`config.mk`:
```
export PLATFORM = sky130hd
export DESIGN_NAME = pmi_front
export DESIGN_NICKNAME = d
export VERILOG_FILES = /design/src/pmi_pkg.sv /design/src/pmi_front.sv
export SDC_FILE = /design/constraint.sdc
export NUM_CORES = 1
export LEC_CHECK = 0
export BUFFER_PORTS_ARGS = -buffer_cell sky130_fd_sc_hd__buf_4
export CORE_MARGIN = 5
export CORE_UTILIZATION = 35
export DETAILED_ROUTE_END_ITERATION = 12
export PLACE_DENSITY = 0.69
export SYNTH_ARGS = -nofsm -noshare
export SYNTH_HDL_FRONTEND = slang
export SYNTH_SLANG_ARGS = --single-unit
```
`constraint.sdc`:
```
create_clock -name vclk -period 11
set_input_delay 2.75 -clock vclk [all_inputs]
set_output_delay 2.75 -clock vclk [all_outputs]
set_load 0.005 [all_outputs]
```
`src/pmi_pkg.sv`:
```
// Shared types, constants and constant functions of the morph interpolator.
// No dependencies; imported by the front, back, top-level and checker modules.
package pmi_pkg;

  localparam int ONE_Q16   = 65536;
  localparam int HALF_Q16  = 32768;
  localparam int EPS_LSB   = 66;
  localparam int FRAC_BITS = 24;
  localparam int MID_DEPTH = 4;
  localparam int OUT_DEPTH = 2;

  typedef enum logic [2:0] {
    MODE_LINEAR = 3'd0,
    MODE_GEO    = 3'd1,
    MODE_SWITCH = 3'd2,
    MODE_SLOT   = 3'd3,
    MODE_HOLD   = 3'd4
  } mode_t;

  typedef struct packed {
    logic [2:0]         mode;
    logic signed [31:0] a_value;
    logic signed [31:0] b_value;
    logic [7:0]         a_code;
    logic [7:0]         b_code;
    logic [16:0]        blend;
    logic [7:0]         a_source;
    logic [7:0]         a_target;
    logic [7:0]         b_source;
    logic [7:0]         b_target;
  } in_item_t;

  typedef struct packed {
    logic signed [31:0] value_out;
    logic [7:0]         code_out;
    logic [7:0]         source_out;
    logic [7:0]         target_out;
    logic               took_second;
  } out_item_t;

  // classified item: value = base + round(mul_x * mul_f / 65536)
  typedef struct packed {
    logic               geo;
    logic [16:0]        t;
    logic signed [32:0] mul_x;
    logic [17:0]        mul_f;
    logic signed [31:0] base;
    logic [31:0]        xa;
    logic [31:0]        xb;
    logic [7:0]         code;
    logic [7:0]         src;
    logic [7:0]         dst;
    logic               second;
  } cls_item_t;

  function automatic logic [63:0] isqrt64(input logic [63:0] n_in);
    logic [63:0] n;
    logic [63:0] r;
    logic [63:0] bitv;
    n = n_in;
    r = '0;
    bitv = 64'h4000_0000_0000_0000;
    while (bitv > n) bitv = bitv >> 2;
    while (bitv != 64'd0) begin
      if (n >= r + bitv) begin
        n = n - (r + bitv);
        r = (r >> 1) + bitv;
      end else begin
        r = r >> 1;
      end
      bitv = bitv >> 2;
    end
    return r;
  endfunction

  // floor(2^(2^-k) * 2^30), built by repeated floor square roots
  function automatic logic [31:0] root_val(input int k);
    logic [63:0] r;
    r = 64'h8000_0000;
    for (int j = 1; j <= k; j++) r = isqrt64(r << 30);
    return r[31:0];
  endfunction

endpackage

```
`src/pmi_front.sv`:
```
// Front end: takes input items, saturates t and sorts each item by mode.
// Depends on pmi_pkg; writes classified items into the middle queue.
module pmi_front
  import pmi_pkg::*;
(
  input  logic      in_push,
  output logic      in_full,
  input  in_item_t  in_item,
  input  logic      q_full,
  output logic      q_push,
  output cls_item_t q_item
);
  logic [16:0]        t_s;
  logic               far;
  logic [17:0]        two_t;
  logic signed [32:0] a_ext, b_ext, diff;
  logic               match;

  assign in_full = q_full;
  assign q_push  = in_push && !q_full;

  always_comb begin
    t_s   = (in_item.blend > 17'(ONE_Q16)) ? 17'(ONE_Q16) : in_item.blend;
    far   = (t_s >= 17'(HALF_Q16));
    two_t = {t_s, 1'b0};
    a_ext = {in_item.a_value[31], in_item.a_value};
    b_ext = {in_item.b_value[31], in_item.b_value};
    diff  = b_ext - a_ext;
    match = (in_item.a_source == in_item.b_source) &&
            (in_item.a_target == in_item.b_target);

    q_item        = '0;
    q_item.t      = t_s;
    q_item.xa     = in_item.a_value[31] ? 32'(EPS_LSB)
                                        : 32'(in_item.a_value) + 32'(EPS_LSB);
    q_item.xb     = in_item.b_value[31] ? 32'(EPS_LSB)
                                        : 32'(in_item.b_value) + 32'(EPS_LSB);

    case (mode_t'(in_item.mode))
      MODE_LINEAR: begin
        q_item.mul_x = diff;
        q_item.mul_f = {1'b0, t_s};
        q_item.base  = in_item.a_value;
      end
      MODE_GEO: begin
        // endpoints fall back to the linear path, which returns a or b exactly
        q_item.mul_x = diff;
        q_item.mul_f = {1'b0, t_s};
        q_item.base  = in_item.a_value;
        q_item.geo   = (t_s != '0) && (t_s != 17'(ONE_Q16));
      end
      MODE_SWITCH: begin
        q_item.code   = far ? in_item.b_code : in_item.a_code;
        q_item.second = far;
      end
      MODE_SLOT: begin
        if (match) begin
          q_item.mul_x = diff;
          q_item.mul_f = {1'b0, t_s};
          q_item.base  = in_item.a_value;
          q_item.src   = in_item.a_source;
          q_item.dst   = in_item.a_target;
        end else if (!far) begin
          q_item.mul_x = a_ext;
          q_item.mul_f = 18'(ONE_Q16) - two_t;
          q_item.src   = in_item.a_source;
          q_item.dst   = in_item.a_target;
        end else begin
          q_item.mul_x  = b_ext;
          q_item.mul_f  = two_t - 18'(ONE_Q16);
          q_item.src    = in_item.b_source;
          q_item.dst    = in_item.b_target;
          q_item.second = 1'b1;
        end
      end
      default: begin
        q_item.base = in_item.a_value;
        q_item.code = in_item.a_code;
        q_item.src  = in_item.a_source;
        q_item.dst  = in_item.a_target;
      end
    endcase
  end

endmodule

```
; After elaboration in Yosys (flattened, before gate mapping)
; Index checks and enable logic that the tools add are counted.
; W data, S select, Z words.
[op_classes]
n_addsub = 5
multipliers = 0
div_mod_pow = 0
magnitude_cmp = 2
n_eq_ne = 6
n_shift = 0
mux = 17
bitwise = 0
reduce_logical = 9
[ops]
columns = op, count
row1 = $mux W51, 2
row2 = $pmux W51 S2, 1
row3 = $mux W32, 3
row4 = $add A32 B8 Y32 const B, 2
row5 = $pmux W32 S2, 1
row6 = $sub A32 B32 Y33, 1
row7 = $mux W16, 2
row8 = $pmux W16 S2, 1
row9 = $sub A17 B18 Y18 const A, 1
row10 = $sub A18 B17 Y18 const B, 1
row11 = $ge A17 B16 Y1 const B, 1
row12 = $gt A17 B17 Y1 const B, 1
row13 = $mux W17, 1
row14 = $ne A17 B17 Y1 const B, 1
row15 = $reduce_bool A17 Y1, 1
row16 = $eq A8 B8 Y1, 2
row17 = $pmux W8 S2, 1
row18 = $mux W8, 1
row19 = $eq A3 B2 Y1 const B, 2
row20 = $reduce_or A3 Y1, 2
row21 = $eq A3 B1 Y1 const B, 1
row22 = $logic_and A1 B1 Y1, 3
row23 = $logic_not A3 Y1, 1
row24 = $mux W1, 3
row25 = 3 further kinds, 3
[totals]
reg_bits = 0
latch_bits = 0
ramBits = 0
mem_bits_ro = 0
input_bits = 134
out_inout_bits = 192
elab_cells = 39
memories = 0

; Logic depth before layout (Yosys ltp)
; Gate-level depths: netlist of the first run.
[logic_depth]
ltp_word = 6
depth_mapped = 13
ltp_nobuf = 12

; Worst setup path before layout of the first run
; No wires, ideal clock.
[synth_path]
kind = input to output
startpoint = in in_item[65] (netlist name)
endpoint = out q_item[169] (netlist name)
arrival_time_ps = 4964
required_time_ps = 8250
setup_slack_ps = 3286
cell_stages = 12
path_buffers = 0
cell_sequence = inv_1 ha_1 inv_1 fa_1 a21o_1 a311o_1 nand4_1 a41oi_2 a31oi_4 nor4_2 o21a_1 o32ai_1
[synth_rtl]
columns = element, line
row1 = from (decl), pmi_front.sv:8  ; input in_item_t in_item,
row2 = to (decl), pmi_front.sv:11  ; output cls_item_t q_item

==> impl_metrics.yaml, run 1 <==
synthesis:
  synth_top_area_frac: 0.134
  synth_cell_types: 70
  avgSynthCellArea_um2: 6.41
  synthCells: 772
  netlist_top_cells_area: "xnor2_1 (13%), ha_1 (8.8%), nor2_1 (8.4%), mux2i_1 (6.1%), xor2_1 (5.3%)"
  synth_area_um2: 4950
  synth_top_cell_by_area: "xnor2_1"
  synth_warnings: 0
  ys_seq_area_frac: 0
  synth_fp_nets: 942
global_routing:
  grt.total_usage: 0.276
  grt_antenna_before_repair: 2
  grt_pass1_vias: 6454
  grt_pass1_wl_um: 36900
  overflow: 0
  grt_max_degree: 42
pwr:
  worst_ir_drop_vdd_mv: 0.0242
  seqPwrFrac: 0
  p_sw_frac: 0.515
  power.density_nw_per_um2: 48.0
  clkPwrFrac: 0
  intPower_uw: 174
  power.leakage_uw: 0.00373
  p_switching_uw: 186
  combPwrFrac: 1.000
timing:
  fin_crit_ps: 8270
  fin_crit_sh: 0.752
  max-slew-margin-rel: 0.225
  finalSetupViolCount: 0
  clock.fmax_mhz: 121
  hold_viol_final: 0
  rsz0062_at_grt: "false"
  tightest_slew_ps: 1160
  tns_ps: 0
  final.setup.worst_slack_ps: 2730
  finalMaxSlewViolations: 0
placement:
  post-place-ws_ps: 2720
  place_hpwl_um: 20900
  gp_congestion: 0.997
  io_buffers: 325
cts:
  cts_setup_buffers: 0
  cts_resized: 0
  holdBufCountCts: 0
critical_path:
  path_cells: "buf_4, inv_1, ha_1, inv_1, fa_1, a21o_1, a311o_1, nand4_1, a41oi_2, a31oi_4, o221ai_1, xnor2_1, o22ai_1, buf_4"
  critPathLaunchType: "input pin"
  worstPathRequired_ps: 8250
  cp_max_fo: 4
  critPathKind: "input pin to output port"
  slowest_stage: "fa_1"
  cp.arrival_ps: 5520
  critPathCaptureType: "output port"
  cpPeakStageDelay_ps: 410
min_path:
  whs_endpoint: "in_full"
  hold_path_class: "input pin to output port"
  holdCritStartpoint: "q_full"
  min_delay_path_depth: 2
floorplan:
  core_area_um2: 13900
  die_x_um: 129
  start_util: 0.357
  die-height_um: 129
  row_count: 43
  die_area_um2: 16600
  io_pins: 326
finish:
  regArea_um2: 0
  final_cell_mix: "buf_4 (328), nor2_1 (109), xnor2_1 (76)"
  area_delta_synth_final_pct: 51.4
  num-clock-buffers: 0
  final_common_cell: "buf_4"
  num-fill-cells: 1462
  utilization: 0.540
  layout-drive-gt1-share: 0.326
  seq_cells: 0
  final_nets: 1236
drt:
  drtIter0Drc: 451
  drtAntennaViolNets: 0
  vias_per_cell: 5.57
  wl_per_cell_um: 20.3
  drt_pass1_iterations: 5
  post-route-drc-count: 0
  vias: 6936
  finalWirelength_um: 25200
status:
  outcome: "finished clean"
flow_run:
  drv_cap: 0
[cell type report]
type,count,area (um2),area share
repair buffers,328,2460,0.328
well taps,180,225,0.0300
inverters,56,210,0.0280
diodes,2,5.00,0.000668
multi-input cells,680,4590,0.613
[metal layers]
layer	global-route usage	part of all wire	wire, um
met4	0.0723	0.027	692
met2	0.509	0.51	12700
met3	0.0328	0.070	1780
met1	0.337	0.40	10000
met5	0	0	0
[worst max path at each step]
stage | slack [ps] | cells after the start | from | end
4_1_cts | 2710 | 8 | in_item[10] | q_item[1]
6_report | 2730 | 14 | in_item[65] | q_item[167]
3_3_place_gp | 2770 | 8 | in_item[10] | q_item[13]
5_1_grt | 2460 | 8 | in_item[10] | q_item[13]
3_5_place_dp | 2720 | 8 | in_item[10] | q_item[1]
2_1_floorplan | 3290 | 12 | in_item[65] | q_item[169]
[critical path: cells and delay by family]
| kind | cells | cell delay, ps |
|---|---|---|
| buffers and inverters | 4 | 410 |
| adders and majority gates | 2 | 570 |
| xor gates and xnor gates | 1 | 180 |
| and+or+nand+nor | 1 | 180 |
| AOI/OAI and AO/OA | 6 | 1420 |
[power by group through the flow]
stage / clock [uW] / sequential [uW] / combinational [uW]
finish: 0.0000245 / 0 / 360
global route: 0.0000244 / 0 / 389
CTS: 0 / 0 / 359
detailed placement: 0 / 0 / 357
global placement: 0 / 0 / 357
floorplan: 0 / 0 / 184
[cell usage after synthesis, types with 4 or more instances]
master      n
nor2_1    111
xnor2_1    76
nand2_1    59
inv_1      56
a21oi_1    42
ha_1       35
nand3_1    32
o22ai_1    32
mux2i_1    30
xor2_1     30
a22o_1     27
o21ai_0    27
clkbuf_1   24
nand4_1    16
nor3_1     16
nor2b_1    15
a21o_1     14
nand2b_1    9
o21a_1      9
or3_1       8
and3_1      7
buf_2       6
o211ai_1    6
and2_1      5
nor4_1      5
o31ai_1     5
a31oi_1     4
o32ai_1     4
[through the flow]
| stage | hold slack, ps | instance area [um2] | instances | total power [uW] |
|---|---|---|---|---|
| global route | 5690 | 7500 | 1246 | 389 |
| detailed placement | 5680 | 7490 | 1244 | 357 |
| global placement | 5680 | 7490 | 1244 | 357 |
| CTS | 5680 | 7490 | 1244 | 359 |
| floorplan | 5530 | 4950 | 772 | 184 |
| finish | 5680 | 7500 | 1246 | 360 |
[cells by family (layout without fill, tap and decap cells)]
kind of cell	count (synthesis)	after routing	share of synthesized area
simple gates	307	307	0.306
other cells	1	3	0.000757
fa+ha+maj	36	36	0.0925
mux	30	30	0.0606
buf+inv	92	384	0.0733
xor+xnor	106	106	0.187
compound gates	200	200	0.279
No activity file was read; power rests on OpenSTA's default activity.
==> inputs of run 2 (changes only) <==
ABC_AREA = 1   (was not set)
PLACE_DENSITY = 0.67   (was 0.69)
clock period = 7.45 ns   (was 11 ns; I/O delays follow)
==> run 2 against run 1 <==
Core utilization shrank 4.2 points; synthesized cell count grew 69%; worst setup slack lost 1500 ps; die area grew 26%; flip-flop and latch count is the same; critical endpoint is now q_item[140]; highest routed layer unchanged; power grew 64%; critical path depth shrank 3; largest cell class unchanged; final cell count grew 46%.
==> impl_metrics.yaml, run 2 <==
status:
  outcome: "finished clean"
finish:
  fin_area_um2: 8920
  num-clock-buffers: 0
  fin_cells: 1823
  regArea_um2: 0
  layout-drive-gt1-share: 0.231
  area_delta_synth_final_pct: 40.6
  num_antenna_cells: 0
  seq_cells: 0
  final_cell_mix: "nand2_1 (353), buf_4 (330), nor2_1 (194)"
  final_common_cell: "nand2_1"
  final_nets: 1766
timing:
  tns_ps: 0
  fin_crit_sh: 0.838
  tightest_slew_ps: 997
  clock.fmax_mhz: 160
  finalSetupViolCount: 0
  rsz0062_at_grt: "false"
  fin_crit_ps: 6240
  finalMaxSlewViolations: 0
  hold_viol_final: 0
  max-slew-margin-rel: 0.335
drt:
  drtIter0Drc: 603
  finalWirelength_um: 33900
  post-route-drc-count: 0
  wl_per_cell_um: 18.6
  vias_per_cell: 5.43
  vias: 9893
  drtAntennaViolNets: 0
  drt_pass1_iterations: 7
flow_run:
  drv_cap: 0
cts:
  holdBufCountCts: 0
  cts_setup_buffers: 0
  cts_resized: 0
synthesis:
  synth_warnings: 0
  netlist_top_cells_area: "nand2_1 (21%), nor2_1 (11%), inv_1 (11%), o21ai_0 (9.6%), ha_1 (6.9%)"
  synth_area_um2: 6340
  synth_top_area_frac: 0.209
  ys_top_cells_by_count: "nand2_1 (353), nor2_1 (194), inv_1 (181)"
  synthMostInstantiatedCell: "nand2_1"
  synth_top_cell_by_area: "nand2_1"
  ys_seq_area_frac: 0
  synth_cell_types: 46
  avgSynthCellArea_um2: 4.86
  synth_fp_nets: 1476
  synthCells: 1306
critical_path:
  critPathLaunchType: "input pin"
  cp.arrival_ps: 4380
  critPathKind: "input pin to output port"
  cp_max_fo: 30
  cp-startpoint: "in_item[2]"
  worstSetupEndpoint: "q_item[140]"
  worstPathRequired_ps: 5590
  critPathCaptureType: "output port"
floorplan:
  row_count: 49
  io_pins: 326
  die-height_um: 145
  start_util: 0.354
  core_area_um2: 17900
  die_area_um2: 20900
  die_x_um: 145
placement:
  place_hpwl_um: 28600
  gp_congestion: 1.04
  dpl_cell_area_um2: 8920
  io_buffers: 325
  post-place-cells: 1823
global_routing:
  grt.total_usage: 0.300
  overflow: 0
  grt_antenna_before_repair: 0
  grt_pass1_vias: 9006
  grt_pass1_wl_um: 49800
  grt_max_degree: 91
pwr:
  power.density_nw_per_um2: 66.2
  p_total_uw: 591
  worst_ir_drop_vdd_mv: 0.0384
  power.leakage_uw: 0.00484
min_path:
  hold_path_class: "input pin to output port"
## run 2: cell types whose count changed after synthesis, moves of 48 or more
| cell | before | now |
|---|---|---|
| xnor2_1 | 76 | 19 |
| inv_1 | 56 | 181 |
| nand2_1 | 59 | 353 |
| nor2_1 | 111 | 194 |
| o21ai_0 | 27 | 122 |
| nand3_1 | 32 | 80 |
## run 2: area by class of cell
type | instances | area, um2
Fill cell | 2062 | 8980
Multi-Input combinational cell | 1077 | 5450
Timing Repair Buffer | 330 | 2480
Tap cell | 229 | 287
Inverter | 187 | 702
## run 2: where the power goes
group,internal [uW],switching [uW],leakage [uW]
clock network,0,0,0
registers,0,0,0
logic,243,348,0.00484
total,243,348,0.00484
## run 2: per-stage QoR
step | util | setup WS [ps] | hold WS, ps
final | 0.498 | 1210 | 3900
after CTS | 0.498 | 1280 | 3900
after floorplan | - | 2030 | 3760
after global routing | 0.498 | 952 | 3910
after global placement | 0.498 | 1340 | 3900
after detailed placement | 0.498 | 1260 | 3900
## run 2: worst min-delay path by stage
stage                start       to  slack (ps)  cells past startpoint
floorplan           q_full   q_push        3760                      1
global placement    q_full  in_full        3900                      2
detailed placement  q_full  in_full        3900                      2
CTS                 q_full  in_full        3900                      2
global route        q_full  in_full        3910                      2
finish              q_full  in_full        3900                      2
## run 2: routing by layer
layer / up-vias / global-route usage / part of all wire
li1: 4859 / - / -
met1: 4420 / 0.379 / 0.39
met2: 516 / 0.522 / 0.47
met3: 98 / 0.0314 / 0.087
met4: 0 / 0.122 / 0.053
met5: - / 0 / 0
## run 2: cell families (layout without fill, tap and decap cells)
logic type,after synthesis,after routing,share of synthesized area
other,1,1,0.000591
adders and majority gates,36,36,0.0722
and+or+nand+nor,734,734,0.499
AOI/OAI and AO/OA,269,269,0.235
xor gates and xnor gates,37,37,0.0511
buffers and inverters,229,517,0.142
## run 2: worst max-delay path: stages
cell and delay [ps]:
buf_4 120, xnor2_1 130, nand4_1 120, nor3_1 60, nand2_1 390, nand2_1 90
buf_4 220, inv_1 740, o21ai_0 220, o21ai_0 260, buf_4 150
