`src/pmi_fifo.sv`:
```
// Small register queue used between front and back and at the result side.
// Depends on nothing; DEPTH must be a power of two.
module pmi_fifo #(
  parameter int WIDTH = 8,
  parameter int DEPTH = 4
) (
  input  logic             clk,
  input  logic             rst_n,
  input  logic             push,
  input  logic [WIDTH-1:0] wdata,
  output logic             full,
  input  logic             pop,
  output logic [WIDTH-1:0] rdata,
  output logic             empty
);
  localparam int AW = (DEPTH > 1) ? $clog2(DEPTH) : 1;
  localparam int CW = $clog2(DEPTH + 1);

  logic [WIDTH-1:0] mem_r [DEPTH];
  logic [AW-1:0]    wp_r, wp_nxt, rp_r, rp_nxt;
  logic [CW-1:0]    cnt_r, cnt_nxt;
  logic             do_push, do_pop;

  assign full    = (cnt_r == CW'(DEPTH));
  assign empty   = (cnt_r == '0);
  assign do_push = push && !full;
  assign do_pop  = pop && !empty;
  assign rdata   = mem_r[rp_r];

  always_comb begin
    wp_nxt  = do_push ? wp_r + AW'(1) : wp_r;
    rp_nxt  = do_pop ? rp_r + AW'(1) : rp_r;
    cnt_nxt = cnt_r + CW'(do_push) - CW'(do_pop);
  end

  always_ff @(posedge clk) begin
    if (!rst_n) begin
      wp_r  <= '0;
      rp_r  <= '0;
      cnt_r <= '0;
    end else begin
      wp_r  <= wp_nxt;
      rp_r  <= rp_nxt;
      cnt_r <= cnt_nxt;
    end
  end

  always_ff @(posedge clk) begin
    if (do_push) mem_r[wp_r] <= wdata;
  end

endmodule

```
`config.mk`:
```
export PLATFORM = sky130hd
export DESIGN_NAME = pmi_fifo
export DESIGN_NICKNAME = d
export VERILOG_FILES = /design/src/pmi_fifo.sv
export SDC_FILE = /design/constraint.sdc
export NUM_CORES = 1
export LEC_CHECK = 0
export BUFFER_PORTS_ARGS = -buffer_cell sky130_fd_sc_hd__buf_2
export CORE_MARGIN = 3
export CORE_UTILIZATION = 40
export CTS_CLUSTER_DIAMETER = 40
export DETAILED_ROUTE_END_ITERATION = 7
export REMOVE_ABC_BUFFERS = 1
export SYNTH_ARGS = -nofsm -noshare
export SYNTH_HDL_FRONTEND = slang
export SYNTH_SLANG_ARGS = --single-unit
```
`constraint.sdc`:
```
create_clock -name clk -period 7.16 [get_ports clk]
set_clock_uncertainty 0.15 [all_clocks]
set_input_delay 0 -clock clk [delete_from_list [all_inputs] [get_ports clk]]
set_output_delay 0 -clock clk [all_outputs]
set_load 0.02 [all_outputs]
```
After elaboration in Yosys (flattened, before gate mapping)
Memory sizes are Yosys's and may differ from the RTL's. A register that Yosys moved wholly into a read port is not among the register bits.
Index checks and enable logic that the tools add are counted.
Widths: inputs -> output; s select.
{"block": "totals", "register_bits": 7, "ram_bits": 32, "input_bits": 12, "output_inout_bits": 10, "wordCells": 18, "mem_count": 1}
{"memory": "mem_r", "words": 4, "width": 8, "rd": 1, "rd_clocked_by_memory_dff": 1, "wr": 1, "line_no": "19", "text": "logic [WIDTH-1:0] mem_r [DEPTH];"}
{"block": "classes", "addsub": 4, "n_eq_ne": 1, "n_mux": 4, "reduce_logical": 5}
{"op": "$add 2x1->2 const B", "count": 2}
{"op": "$mux 2", "count": 2}
{"op": "$add 3x1->3", "count": 1}
{"op": "$eq 3x3->1 const B", "count": 1}
{"op": "$logic_not 3->1", "count": 1}
{"op": "$sub 3x1->3", "count": 1}
{"op": "$logic_and 1x1->1", "count": 2}
{"op": "$logic_not 1->1", "count": 2}
{"op": "$mux 1", "count": 2}

Logic depth before layout (Yosys ltp)
Gate-level depths: netlist (run 1).
{"block": "logic_depth", "depth_word": 5, "depth_mapped": 11, "ltp_nobuf": 10}

Worst setup path before layout (run 1)
No wires, ideal clock.
{"block": "synth_path", "path_kind": "reg2reg", "start": "register cnt_r[1]", "end": "register cnt_r[2]", "t_arrival_ns": 2.137, "path_slack_ns": 4.758, "stages_incl_launch_ff": 10, "path_buffers": 0, "cell_sequence": "dfxtp_1 -> nor3_2 -> nor2b_1 -> ha_1 -> inv_1 -> ha_1 -> fa_1 -> xnor2_1 -> xnor2_1 -> and2_1"}
{"block": "synth_via", "word_cells_on_any_way": 8, "classes_between": "add/sub: 2; eq/ne: 1; reduce/logical: 5"}
{"element": "start: declaration", "line_no": "21", "text": "logic [CW-1:0] cnt_r, cnt_nxt;"}
{"element": "start signal: assignment", "line_no": "44", "text": "cnt_r <= cnt_nxt;"}
{"element": "$logic_not 3->1", "line_no": "25", "text": "assign empty = (cnt_r == '0);"}
{"element": "via empty", "line_no": "14", "text": "output logic empty"}
{"element": "$logic_not 1->1", "line_no": "27", "text": "assign do_pop = pop && !empty;"}
{"element": "$logic_and 1x1->1", "line_no": "27"}
{"element": "via do_pop", "line_no": "22", "text": "logic do_push, do_pop;"}
{"element": "$sub 3x1->3", "line_no": "33", "text": "cnt_nxt = cnt_r + CW'(do_push) - CW'(do_pop);"}
The timed path passes the listed nets, and every way through them passes these cells.
A chain may end at the register's enable or synchronous reset.

Worst setup path in the final report (run 1)
{"block": "layout_path", "start": "register cnt_r[2]", "end": "register cnt_r[2]"}
{"block": "layout_via", "elab_chain_len": 5, "word_cells_on_any_way": 8, "classes_between": "add/sub: 2; eq/ne: 1; reduce/logical: 5"}
{"element": "$eq 3x3->1", "line_no": "24", "text": "assign full = (cnt_r == CW'(DEPTH));"}
{"element": "$logic_not 1->1", "line_no": "26", "text": "assign do_push = push && !full;"}
{"element": "$logic_and 1x1->1", "line_no": "26"}
{"element": "$add 3x1->3", "line_no": "33"}
{"element": "$sub 3x1->3 *", "line_no": "33"}
Mark *: on every way between the ends. The rest lies on a longest branch, timed or not.

==> results of run 1 <==
-- report_power, final --
group / switching [uW] / internal [uW]
clock network: 76.2 / 138
logic: 88.0 / 83.8
registers: 25.8 / 291
-- logic make-up (layout without fill, tap and decap cells) --
group	Yosys count	count (layout)
muxes	10	10
and+or+nand+nor	19	19
buffers and inverters	10	47
DFF	41	41
AOI/OAI and AO/OA	4	4
adders and majority gates	7	7
xor gates and xnor gates	2	2
-- worst max-delay path: stages (launching register included) --
cell     delay (ps)
dfxtp_1         340
nor3b_2         170
nor2b_1         380
inv_1            90
ha_1            290
inv_1            40
ha_1            180
fa_1            370
xnor2_1         150
xnor2_1         120
and2_1          140
-- path summary, 6_finish.rpt --
check | to | slack (ps) | depth (start not counted)
worst max-delay path | cnt_r[2]$_SDFF_PN0_ | 4640 | 10
worst min-delay path | wp_r[0]$_SDFFE_PN0P_ | 30 | 3
worst max register to register | cnt_r[2]$_SDFF_PN0_ | 4640 | 10
worst min register to register | wp_r[1]$_SDFFE_PN0P_ | 350 | 2
-- metrics by stage --
stage	utilization	hold WS, ps	total power [uW]
after floorplan	-	-51.1	438
after global placement	0.469	59.6	486
after detailed placement	0.469	68.5	491
after CTS	0.536	35.1	714
after global routing	0.536	68.7	742
final	0.536	33.9	703
-- state kept, by name (all words and copies together), names as in the netlist, named ones only --
name,flops
mem_r,32
cnt_r,3
rp_r,2
wp_r,2
-- final cells by class --
type | count | area (um2) | area share
Sequential cell | 41 | 1140 | 0.560
Clock inverter | 3 | 65.1 | 0.0319
Timing Repair Buffer | 33 | 225 | 0.111
Tap cell | 48 | 60.1 | 0.0295
Inverter | 6 | 22.5 | 0.0111
Clock buffer | 5 | 68.8 | 0.0338
Multi-Input combinational cell | 42 | 454 | 0.223
-- cells in the final DEF, fill, tap and decap left out, types with 2 or more instances in the layout --
cell type,count
mux2i_1,2
dlygate4sd3_1,12
mux4_2,8
edfxtp_1,32
ha_1,6
nor2b_1,2
o21ai_0,3
dfxtp_1,9
and2_1,7
bufinv_16,2
xnor2_1,2
nand2_1,6
clkbuf_8,5
inv_1,6
buf_2,21
-- layer usage --
layer / vias to the layer above / wire, um
met5: - / 0
met4: 0 / 51
met3: 6 / 140
met2: 22 / 1320
met1: 410 / 1090
li1: 411 / -
==> key figures, run 1 <==
Power and ir drop
  – Max VDD drop: 0.193 mV
  – Pwr dens: 345 mW/mm2
  – P_leak: approximately 0.00075 uW

Detailed routing
  – Vias/cell: 4.77
  – DR WL/cell: 14.6 um
  – DRT Wirelength: between 2 and 3 mm
  – ANT nets after route: 0
  – Initial drt markers: 23
  – Residual DRC: 0
  – Vias: 849
  – DR pass1 iterations: 4

Clock tree
  – Setup Buffers After CTS: 0
  – Clk slew on worst S/H paths: 70 ps
  – Clock latency at the later pin of the worst-skew pair: 290 ps
  – CTS tree: built
  – Num CTS Buffers: 5
  – CTS H-Tree Depth: 2
  – Hold_buf cts: 12
  – Clock root buffer: clkbuf_8
  – PostCTS Resize Cnt: 0
  – CTS Sinks: 41
  – Clk buf depth: 2

Cells and area
  – Area Growth Syn to Fin: 24.1%
  – NumNets Final: approximately 150
  – Finished Layout Cells: 178
  – Layout filler cell count: roughly 330
  – Antenna diode count: 0
  – Post-route cell area: 0.00204 mm2
  – Layout cells sized above 1: 0.300

Place
  – IO buf count: 21
  – Place WS: 4640 ps
  – RePlAce Congestion: 0.711
  – Sum of net half-perimeters after detailed placement: roughly 1.8 mm
  – Placed insts: around 160
  – Placed Instance Area: 0.00178 mm2

STA
  – Crit share post-route: 0.351
  – Max Clock Freq: 398 MHz
  – Slew margin rel.: 0.629
  – Final Setup Violations: 0
  – Unrepaired setup endpoints after global routing: no
  – Final Worst Setup Slack: between 4000 and 5000 ps
  – Final Hold Viols: 0
  – Crit path time final: 2520 ps
  – Final TNS setup: 0 ps
  – Slew Limit Fails: 0
  – Worst-Margin Slew: about 560 ps

Logic synthesis
  – Number of synthesized flops with an enable pin: 32
  – Post-synthesis mux area share: 0.122
  – Synth Cell Area: 0.00164 mm2
  – FFs w/ async S/R, synth: 0
  – Post-synthesis sequential area ratio: 0.695
  – Synth warn: 0
  – Synth Area in Adders: 0.0579
  – Avg Cell Area, Syn: 17.7 um2
  – Share of the synthesized area in the top cell type: 0.585
  – Largest area contributor in the netlist: edfxtp_1
  – Synth area leaders: edfxtp_1 59%, dfxtp_1 11%, mux4_2 11%
  – Synth Register Bits: 41
  – Mapped Cells: 93
  – Largest family of logic cells by synthesized area: multiplexers
  – Post-synthesis compound-gate area fraction: 0.0137
  – XOR/XNOR Fraction of Synth Area: 0.0107
  – Top_reg_cell synth: edfxtp_1
  – Synth cell types: 20
  – Synth top cells by count: 32 x edfxtp_1, 9 x dfxtp_1, 8 x mux4_2
  – Simple-Gate Fraction of Synth Area: 0.0724
  – Count leader, synth: edfxtp_1

Global routing
  – Met1 Track Usage GR: 0.127
  – Total GRT Usage: 0.115
  – First-pass GRT wire length: about 4.1 mm
  – Largest net degree at the start of global routing: 14
  – Antenna violations before repair: 0
  – Vias in the first global route: 893
  – Met3 usage: 0.0489
  – Total gr overflow: 0
  – Busiest grt layer: met2
  – Met2 GRT Util: 0.193

Floorplanning
  – Core area: 0.00380 mm2
  – Initial Util: 0.432
  – Die Area: 0.00491 mm2
  – Die height: ~70 um
  – Die Wd: 70.1 um
  – # IOs: 22
  – Rows: 22

Worst hold path
  – Origin of the worst min-delay path: push
  – Hold WC Path Type: primary input to register

Setup path
  – Critical path class: register to register
  – Reg2reg start: cnt_r[2]$_SDFF_PN0_
  – Setup crit start: cnt_r[2]$_SDFF_PN0_
  – Crit path max fanout: 7
  – Req. time, crit path: 7200 ps
  – Crit path arrival time: around 2600 ps
  – Startpoint types: register
  – Kind of end point of the critical path: register

Run status
  – Outcome: finished, final reports clean

Job
  – Maxcap violations: 0
(Power assumes the default switching activity.)
==> run 2: changes to the inputs <==
==> constraint.sdc (replaced) <==
create_clock -name clk -period 2.6 [get_ports clk]
set_clock_uncertainty 0.15 [all_clocks]
set_input_delay 0 -clock clk [delete_from_list [all_inputs] [get_ports clk]]
set_output_delay 0 -clock clk [all_outputs]
set_load 0.02 [all_outputs]
==> run 2 against run 1 <==
Total power is 150% higher; sequential share of layout area increased by 1.2 points; highest routed layer unchanged; design area shrank 2.1%; critical endpoint unchanged; critical path type unchanged; hold slack gained 60 ps.
==> key figures, run 2 (synthesis results as in run 1) <==
Setup path
  – Crit path max fanout: 5
  – Endpoint of the worst-slack reg-to-reg timing path: cnt_r[2]$_SDFF_PN0_
  – Crit path arrival time: about 2400 ps
  – Critical path class: register to register
  – CP endpoint: cnt_r[2]$_SDFF_PN0_
  – Req. time, crit path: 2640 ps
  – FF-to-FF path depth: 9
  – Reg2reg start: cnt_r[1]$_SDFF_PN0_
  – Kind of end point of the critical path: register
  – Startpoint types: register
  – Reg2reg setup slack: 250 ps
  – Setup crit start: cnt_r[1]$_SDFF_PN0_

Power and ir drop
  – Sw Share: 0.298
  – Max VDD drop: 0.448 mV
  – P_sw: 518 uW
  – Clock power share: 0.223
  – Pwr dens: 873 mW/mm2
  – Combinational Power Share: 0.273
  – Reg power frac: 0.503
  – P_leak: 0.000730 uW
  – Internal power: 1220 uW

STA
  – Final Setup Violations: 0
  – Final TNS setup: 0 ps
  – Slew margin rel.: 0.616
  – Final Worst Setup Slack: 251 ps
  – Unrepaired setup endpoints after global routing: no
  – Crit path time final: 2350 ps
  – Final Hold Viols: 0
  – Crit share post-route: 0.904
  – Worst-Margin Slew: about 580 ps
  – Slew Limit Fails: 0
  – Max Clock Freq: around 430 MHz

Cells and area
  – Commonest non-fill, non-tap cell in the layout: edfxtp_1
  – Area Growth Syn to Fin: 21.4%
  – Commonest non-fill, non-tap cells in the layout: 32 x edfxtp_1, 21 x buf_2, 12 x dlygate4sd3_1
  – Finished Layout Cells: ~180
  – Layout cells sized above 1: 0.298
  – NumNets Final: 149
  – Layout filler cell count: 321
  – Final core utilization: 0.525
  – Biggest register: mem_r
  – Largest register FFs: 32
  – Largest registers: mem_r x32, cnt_r x3
  – Antenna diode count: 0

Detailed routing
  – DRT Wirelength: 2.60 mm
  – DR WL/cell: 14.5 um
  – Initial drt markers: 16
  – ANT nets after route: 0
  – Vias: 854
  – DR pass1 iterations: 4
  – Vias/cell: 4.77
  – Residual DRC: 0

Clock tree
  – CTS tree: built
  – Num CTS Buffers: 5
  – Clock root buffer: clkbuf_8
  – Clock latency at the later pin of the worst-skew pair: 290 ps
  – CTS H-Tree Depth: 2
  – Clk slew on worst S/H paths: 70 ps
  – Clk buf depth: 2
  – Setup Buffers After CTS: 0
  – CTS Sinks: slightly above 40

Global routing
  – Total GRT Usage: 0.117
  – Largest net degree at the start of global routing: 13
  – Total gr overflow: 0
  – Antenna violations before repair: 0
  – Vias in the first global route: 879
  – First-pass GRT wire length: 4.22 mm

Floorplanning
  – Rows: 22
  – # IOs: 22
  – Die height: around 70 um
  – Die Area: 0.00491 mm2
  – Initial Util: 0.432
  – Die Wd: 70.1 um
  – Core area: between 0.003 and 0.004 mm2

Place
  – Placed insts: 159
  – Sum of net half-perimeters after detailed placement: 1.78 mm
  – RePlAce Congestion: 0.647
  – Place WS: between 200 and 250 ps
  – IO buf count: 21

Worst hold path
  – Hold WC Path Type: primary input to register
  – Worst hold path cell count: 4

Job
  – Maxcap violations: 0

Run status
  – Outcome: finished, final reports clean
==> run 2: cell count changes in the layout (fill, tap and decap cells not counted) <==
cell | previous run | this run
buf_4 | 0 | 1
bufinv_16 | 2 | 0
clkbuf_1 | 0 | 1
clkinv_2 | 1 | 2
==> run 2: worst min-delay path by stage <==
stage	start	to
after floorplan	wdata[0]	mem_r[0][0]$_DFFE_PP_
after global placement	wdata[2]	mem_r[3][2]$_DFFE_PP_
after detailed placement	wdata[2]	mem_r[2][2]$_DFFE_PP_
after CTS	push	wp_r[0]$_SDFFE_PN0P_
after global routing	push	wp_r[1]$_SDFFE_PN0P_
final	push	wp_r[1]$_SDFFE_PN0P_
==> run 2: area by class of cell <==
cell class	instances	area, um2	area share
inverters	6	22.5	0.0113
clock inverters	2	10.0	0.00502
multi-input cells	42	454	0.228
flip-flops and latches	41	1140	0.573
clock buffers	6	72.6	0.0364
repair buffers	34	233	0.117
well taps	48	60.1	0.0301
==> run 2: power by group through the flow <==
| stage | Sequential [uW] | Clock, uW | Combinational, uW |
|---|---|---|---|
| floorplan | 870 | 0 | 336 |
| global placement | 889 | 0 | 454 |
| detailed placement | 896 | 0 | 461 |
| CTS | 882 | 401 | 486 |
| global route | 891 | 433 | 523 |
| finish | 876 | 388 | 476 |
==> run 2: critical path, stage by stage (launching register included) <==
cell and delay (ps):
dfxtp_1 350, nor3_2 320, nor2b_1 130, ha_1 290, inv_1 40, ha_1 180, fa_1 380, xnor2_1 150
xnor2_1 120, and2_1 150
==> run 2: timing repair <==
item,in CTS,in global routing
hold buffers,12,0
resized for setup,0,0
endpoints found under the hold margin,41,0
==> run 2: through the flow <==
step           power [uW]  hold WS [ps]  instance area [um2]
2_1_floorplan        1210         -51.1                 1620
3_3_place_gp         1340          61.0                 1790
3_5_place_dp         1360          68.9                 1790
4_1_cts              1770          98.2                 1990
5_1_grt              1850           112                 1990
6_report             1740          93.6                 1990
==> run 2: per-layer routing <==
metal	vias up	share of wire	track usage	routed length [um]
met5	-	0	0	0
met4	0	0.016	0.0447	42
met3	5	0.051	0.0518	132
met2	20	0.51	0.194	1330
met1	413	0.42	0.133	1090
li1	416	-	-	-
==> run 3: changes to the inputs <==
--- a/config.mk
+++ b/config.mk
@@ -7,9 +7,10 @@
 export LEC_CHECK = 0
 export BUFFER_PORTS_ARGS = -buffer_cell sky130_fd_sc_hd__buf_2
 export CORE_MARGIN = 3
-export CORE_UTILIZATION = 40
+export CORE_UTILIZATION = 55
 export CTS_CLUSTER_DIAMETER = 40
 export DETAILED_ROUTE_END_ITERATION = 7
+export PLACE_DENSITY = 0.77
 export REMOVE_ABC_BUFFERS = 1
 export SYNTH_ARGS = -nofsm -noshare
 export SYNTH_HDL_FRONTEND = slang
==> constraint.sdc (replaced) <==
create_clock -name clk -period 2.6 [get_ports clk]
set_clock_uncertainty 0.15 [all_clocks]
set_input_delay 0 -clock clk [delete_from_list [all_inputs] [get_ports clk]]
set_output_delay 0 -clock clk [all_outputs]
set_load 0.005 [all_outputs]
==> run 3 against run 2 <==
Fmax rose by 0.44%; via count shrank 1.4%; cell count decreased by 11%; non-clock buffer count decreased by 2; wire length down 5.2%.
==> key figures, run 3 (synthesis results as in run 1) <==
Run status
  – Outcome: finished, final reports clean

Clock tree
  – CTS H-Tree Depth: 2
  – CTS Sinks: 41
  – Num CTS Buffers: 5
  – Clock root buffer: clkbuf_4
  – CTS tree: built
  – Setup Buffers After CTS: 0
  – Hold_buf cts: 10
  – Clock latency at the later pin of the worst-skew pair: 330 ps
  – Clk slew on worst S/H paths: 110 ps
  – PostCTS Resize Cnt: 0
  – Clk buf depth: 2

Setup path
  – Startpoint types: register
  – Reg2reg setup slack: around 260 ps
  – Endpoint of the worst-slack reg-to-reg timing path: cnt_r[2]$_SDFF_PN0_
  – Worst Path Buf+Inv: 1
  – Crit path arrival time: 2430 ps
  – Req. time, crit path: 2690 ps
  – Critical path class: register to register
  – FF-to-FF path depth: 9
  – Kind of end point of the critical path: register
  – Worst path top cell family by delay: adder cells
  – Crit path cell chain: nor3_2, nor2b_1, ha_1, inv_1, ha_1, fa_1, xnor2_1, xnor2_1, and2_1
  – Crit path max fanout: 5
  – CP max stage delay: 380 ps
  – Reg2reg start: cnt_r[1]$_SDFF_PN0_
  – CP max stage cell: fa_1

Floorplanning
  – # IOs: 22
  – Core area: 0.00281 mm2
  – Die Area: 0.00368 mm2
  – Die height: 60.6 um
  – Die Wd: 60.6 um
  – Rows: 19
  – Initial Util: 0.585

Job
  – Maxcap violations: 0

STA
  – Final TNS setup: 0 ps
  – Crit path time final: ~2300 ps
  – Crit share post-route: 0.900
  – Slew Limit Fails: 0
  – Unrepaired setup endpoints after global routing: no
  – Final Hold Viols: 0
  – Worst-Margin Slew: 541 ps
  – Final Setup Violations: 0
  – Slew margin rel.: 0.639
  – Max Clock Freq: ~430 MHz

Power and ir drop
  – Sw Share: 0.275
  – P_leak: 0.000708 uW
  – P_sw: 428 uW
  – Reg power frac: 0.562
  – Pwr dens: just over 800 mW/mm2
  – Max VDD drop: 0.502 mV
  – Clock power share: 0.190
  – Total power: roughly 1600 uW
  – Combinational Power Share: 0.248
  – Internal power: between 1000 and 1500 uW

Detailed routing
  – DR pass1 iterations: 4
  – DR WL/cell: 15.4 um
  – DRT Wirelength: 2.46 mm
  – ANT nets after route: 0
  – Vias: 842
  – Vias/cell: 5.26
  – Initial drt markers: 36
  – Residual DRC: 0

Cells and area
  – Largest registers: mem_r x32, cnt_r x3
  – NumNets Final: 147
  – Final core utilization: 0.686
  – Layout cells sized above 1: 0.310
  – Largest register FFs: 32
  – Post-route cell area: 0.00192 mm2
  – Area Growth Syn to Fin: 17.2%
  – Commonest non-fill, non-tap cell in the layout: edfxtp_1
  – Finished Layout Cells: 160
  – Commonest non-fill, non-tap cells in the layout: 32 x edfxtp_1, 21 x buf_2, 10 x dlygate4sd3_1
  – Layout filler cell count: 191
  – Biggest register: mem_r
  – FF/Latch Area: between 0.001 and 0.0015 mm2
  – Area occupied by multi-input gates: 454 um2
  – Antenna diode count: 0

Place
  – IO buf count: 21
  – RePlAce Congestion: 0.642
  – Placed insts: 142
  – Sum of net half-perimeters after detailed placement: 1.73 mm
  – Placed Instance Area: 0.00177 mm2

Worst hold path
  – Origin of the worst min-delay path: push
  – Min-Delay Endpoint: wp_r[0]$_SDFFE_PN0P_
  – Worst hold path cell count: 4
  – Hold WC Path Type: primary input to register

Global routing
  – Vias in the first global route: 889
  – First-pass GRT wire length: 4.00 mm
  – Antenna violations before repair: 0
  – Largest net degree at the start of global routing: 14
  – Total GRT Usage: 0.160
  – Total gr overflow: 0
-- run 3: worst max-delay path by stage --
stage / end / startpoint / depth (start not counted)
after floorplan: cnt_r[2]$_SDFF_PN0_ / cnt_r[2]$_SDFF_PN0_ / 10
after global placement: cnt_r[2]$_SDFF_PN0_ / cnt_r[1]$_SDFF_PN0_ / 9
after detailed placement: cnt_r[2]$_SDFF_PN0_ / cnt_r[1]$_SDFF_PN0_ / 9
after CTS: cnt_r[2]$_SDFF_PN0_ / cnt_r[1]$_SDFF_PN0_ / 9
after global routing: cnt_r[2]$_SDFF_PN0_ / cnt_r[1]$_SDFF_PN0_ / 9
final: cnt_r[2]$_SDFF_PN0_ / cnt_r[1]$_SDFF_PN0_ / 9
-- run 3: worst min-delay path, stage by stage --
cell     delay [ps]
buf_2            70
nor2b_1         170
buf_4           170
mux2i_1          70
-- run 3: final cells by class --
type,count,share of cell area
well taps,31,0.0202
clock inverters,3,0.00910
inverters,6,0.0117
repair buffers,32,0.111
flip-flops and latches,41,0.593
clock buffers,5,0.0195
multi-input cells,42,0.236
-- run 3: power by group through the flow --
stage	combinational, uW	sequential (uW)	clock (uW)
global route	437	890	339
CTS	397	876	305
global placement	364	886	0
floorplan	257	870	0
detailed placement	385	892	0
finish	386	873	295
-- run 3: through the flow --
step / worst slack [ps] / hold WS, ps
floorplan: 235 / -51.1
global placement: 342 / 59.7
detailed placement: 243 / 71.2
CTS: 226 / 38.0
global route: 112 / 48.4
finish: 261 / 45.9
-- run 3: routing by layer --
metal,GRT usage,part of all wire
met5,0,0
met4,0.0743,0.011
met3,0.0638,0.048
met2,0.275,0.52
met1,0.174,0.42
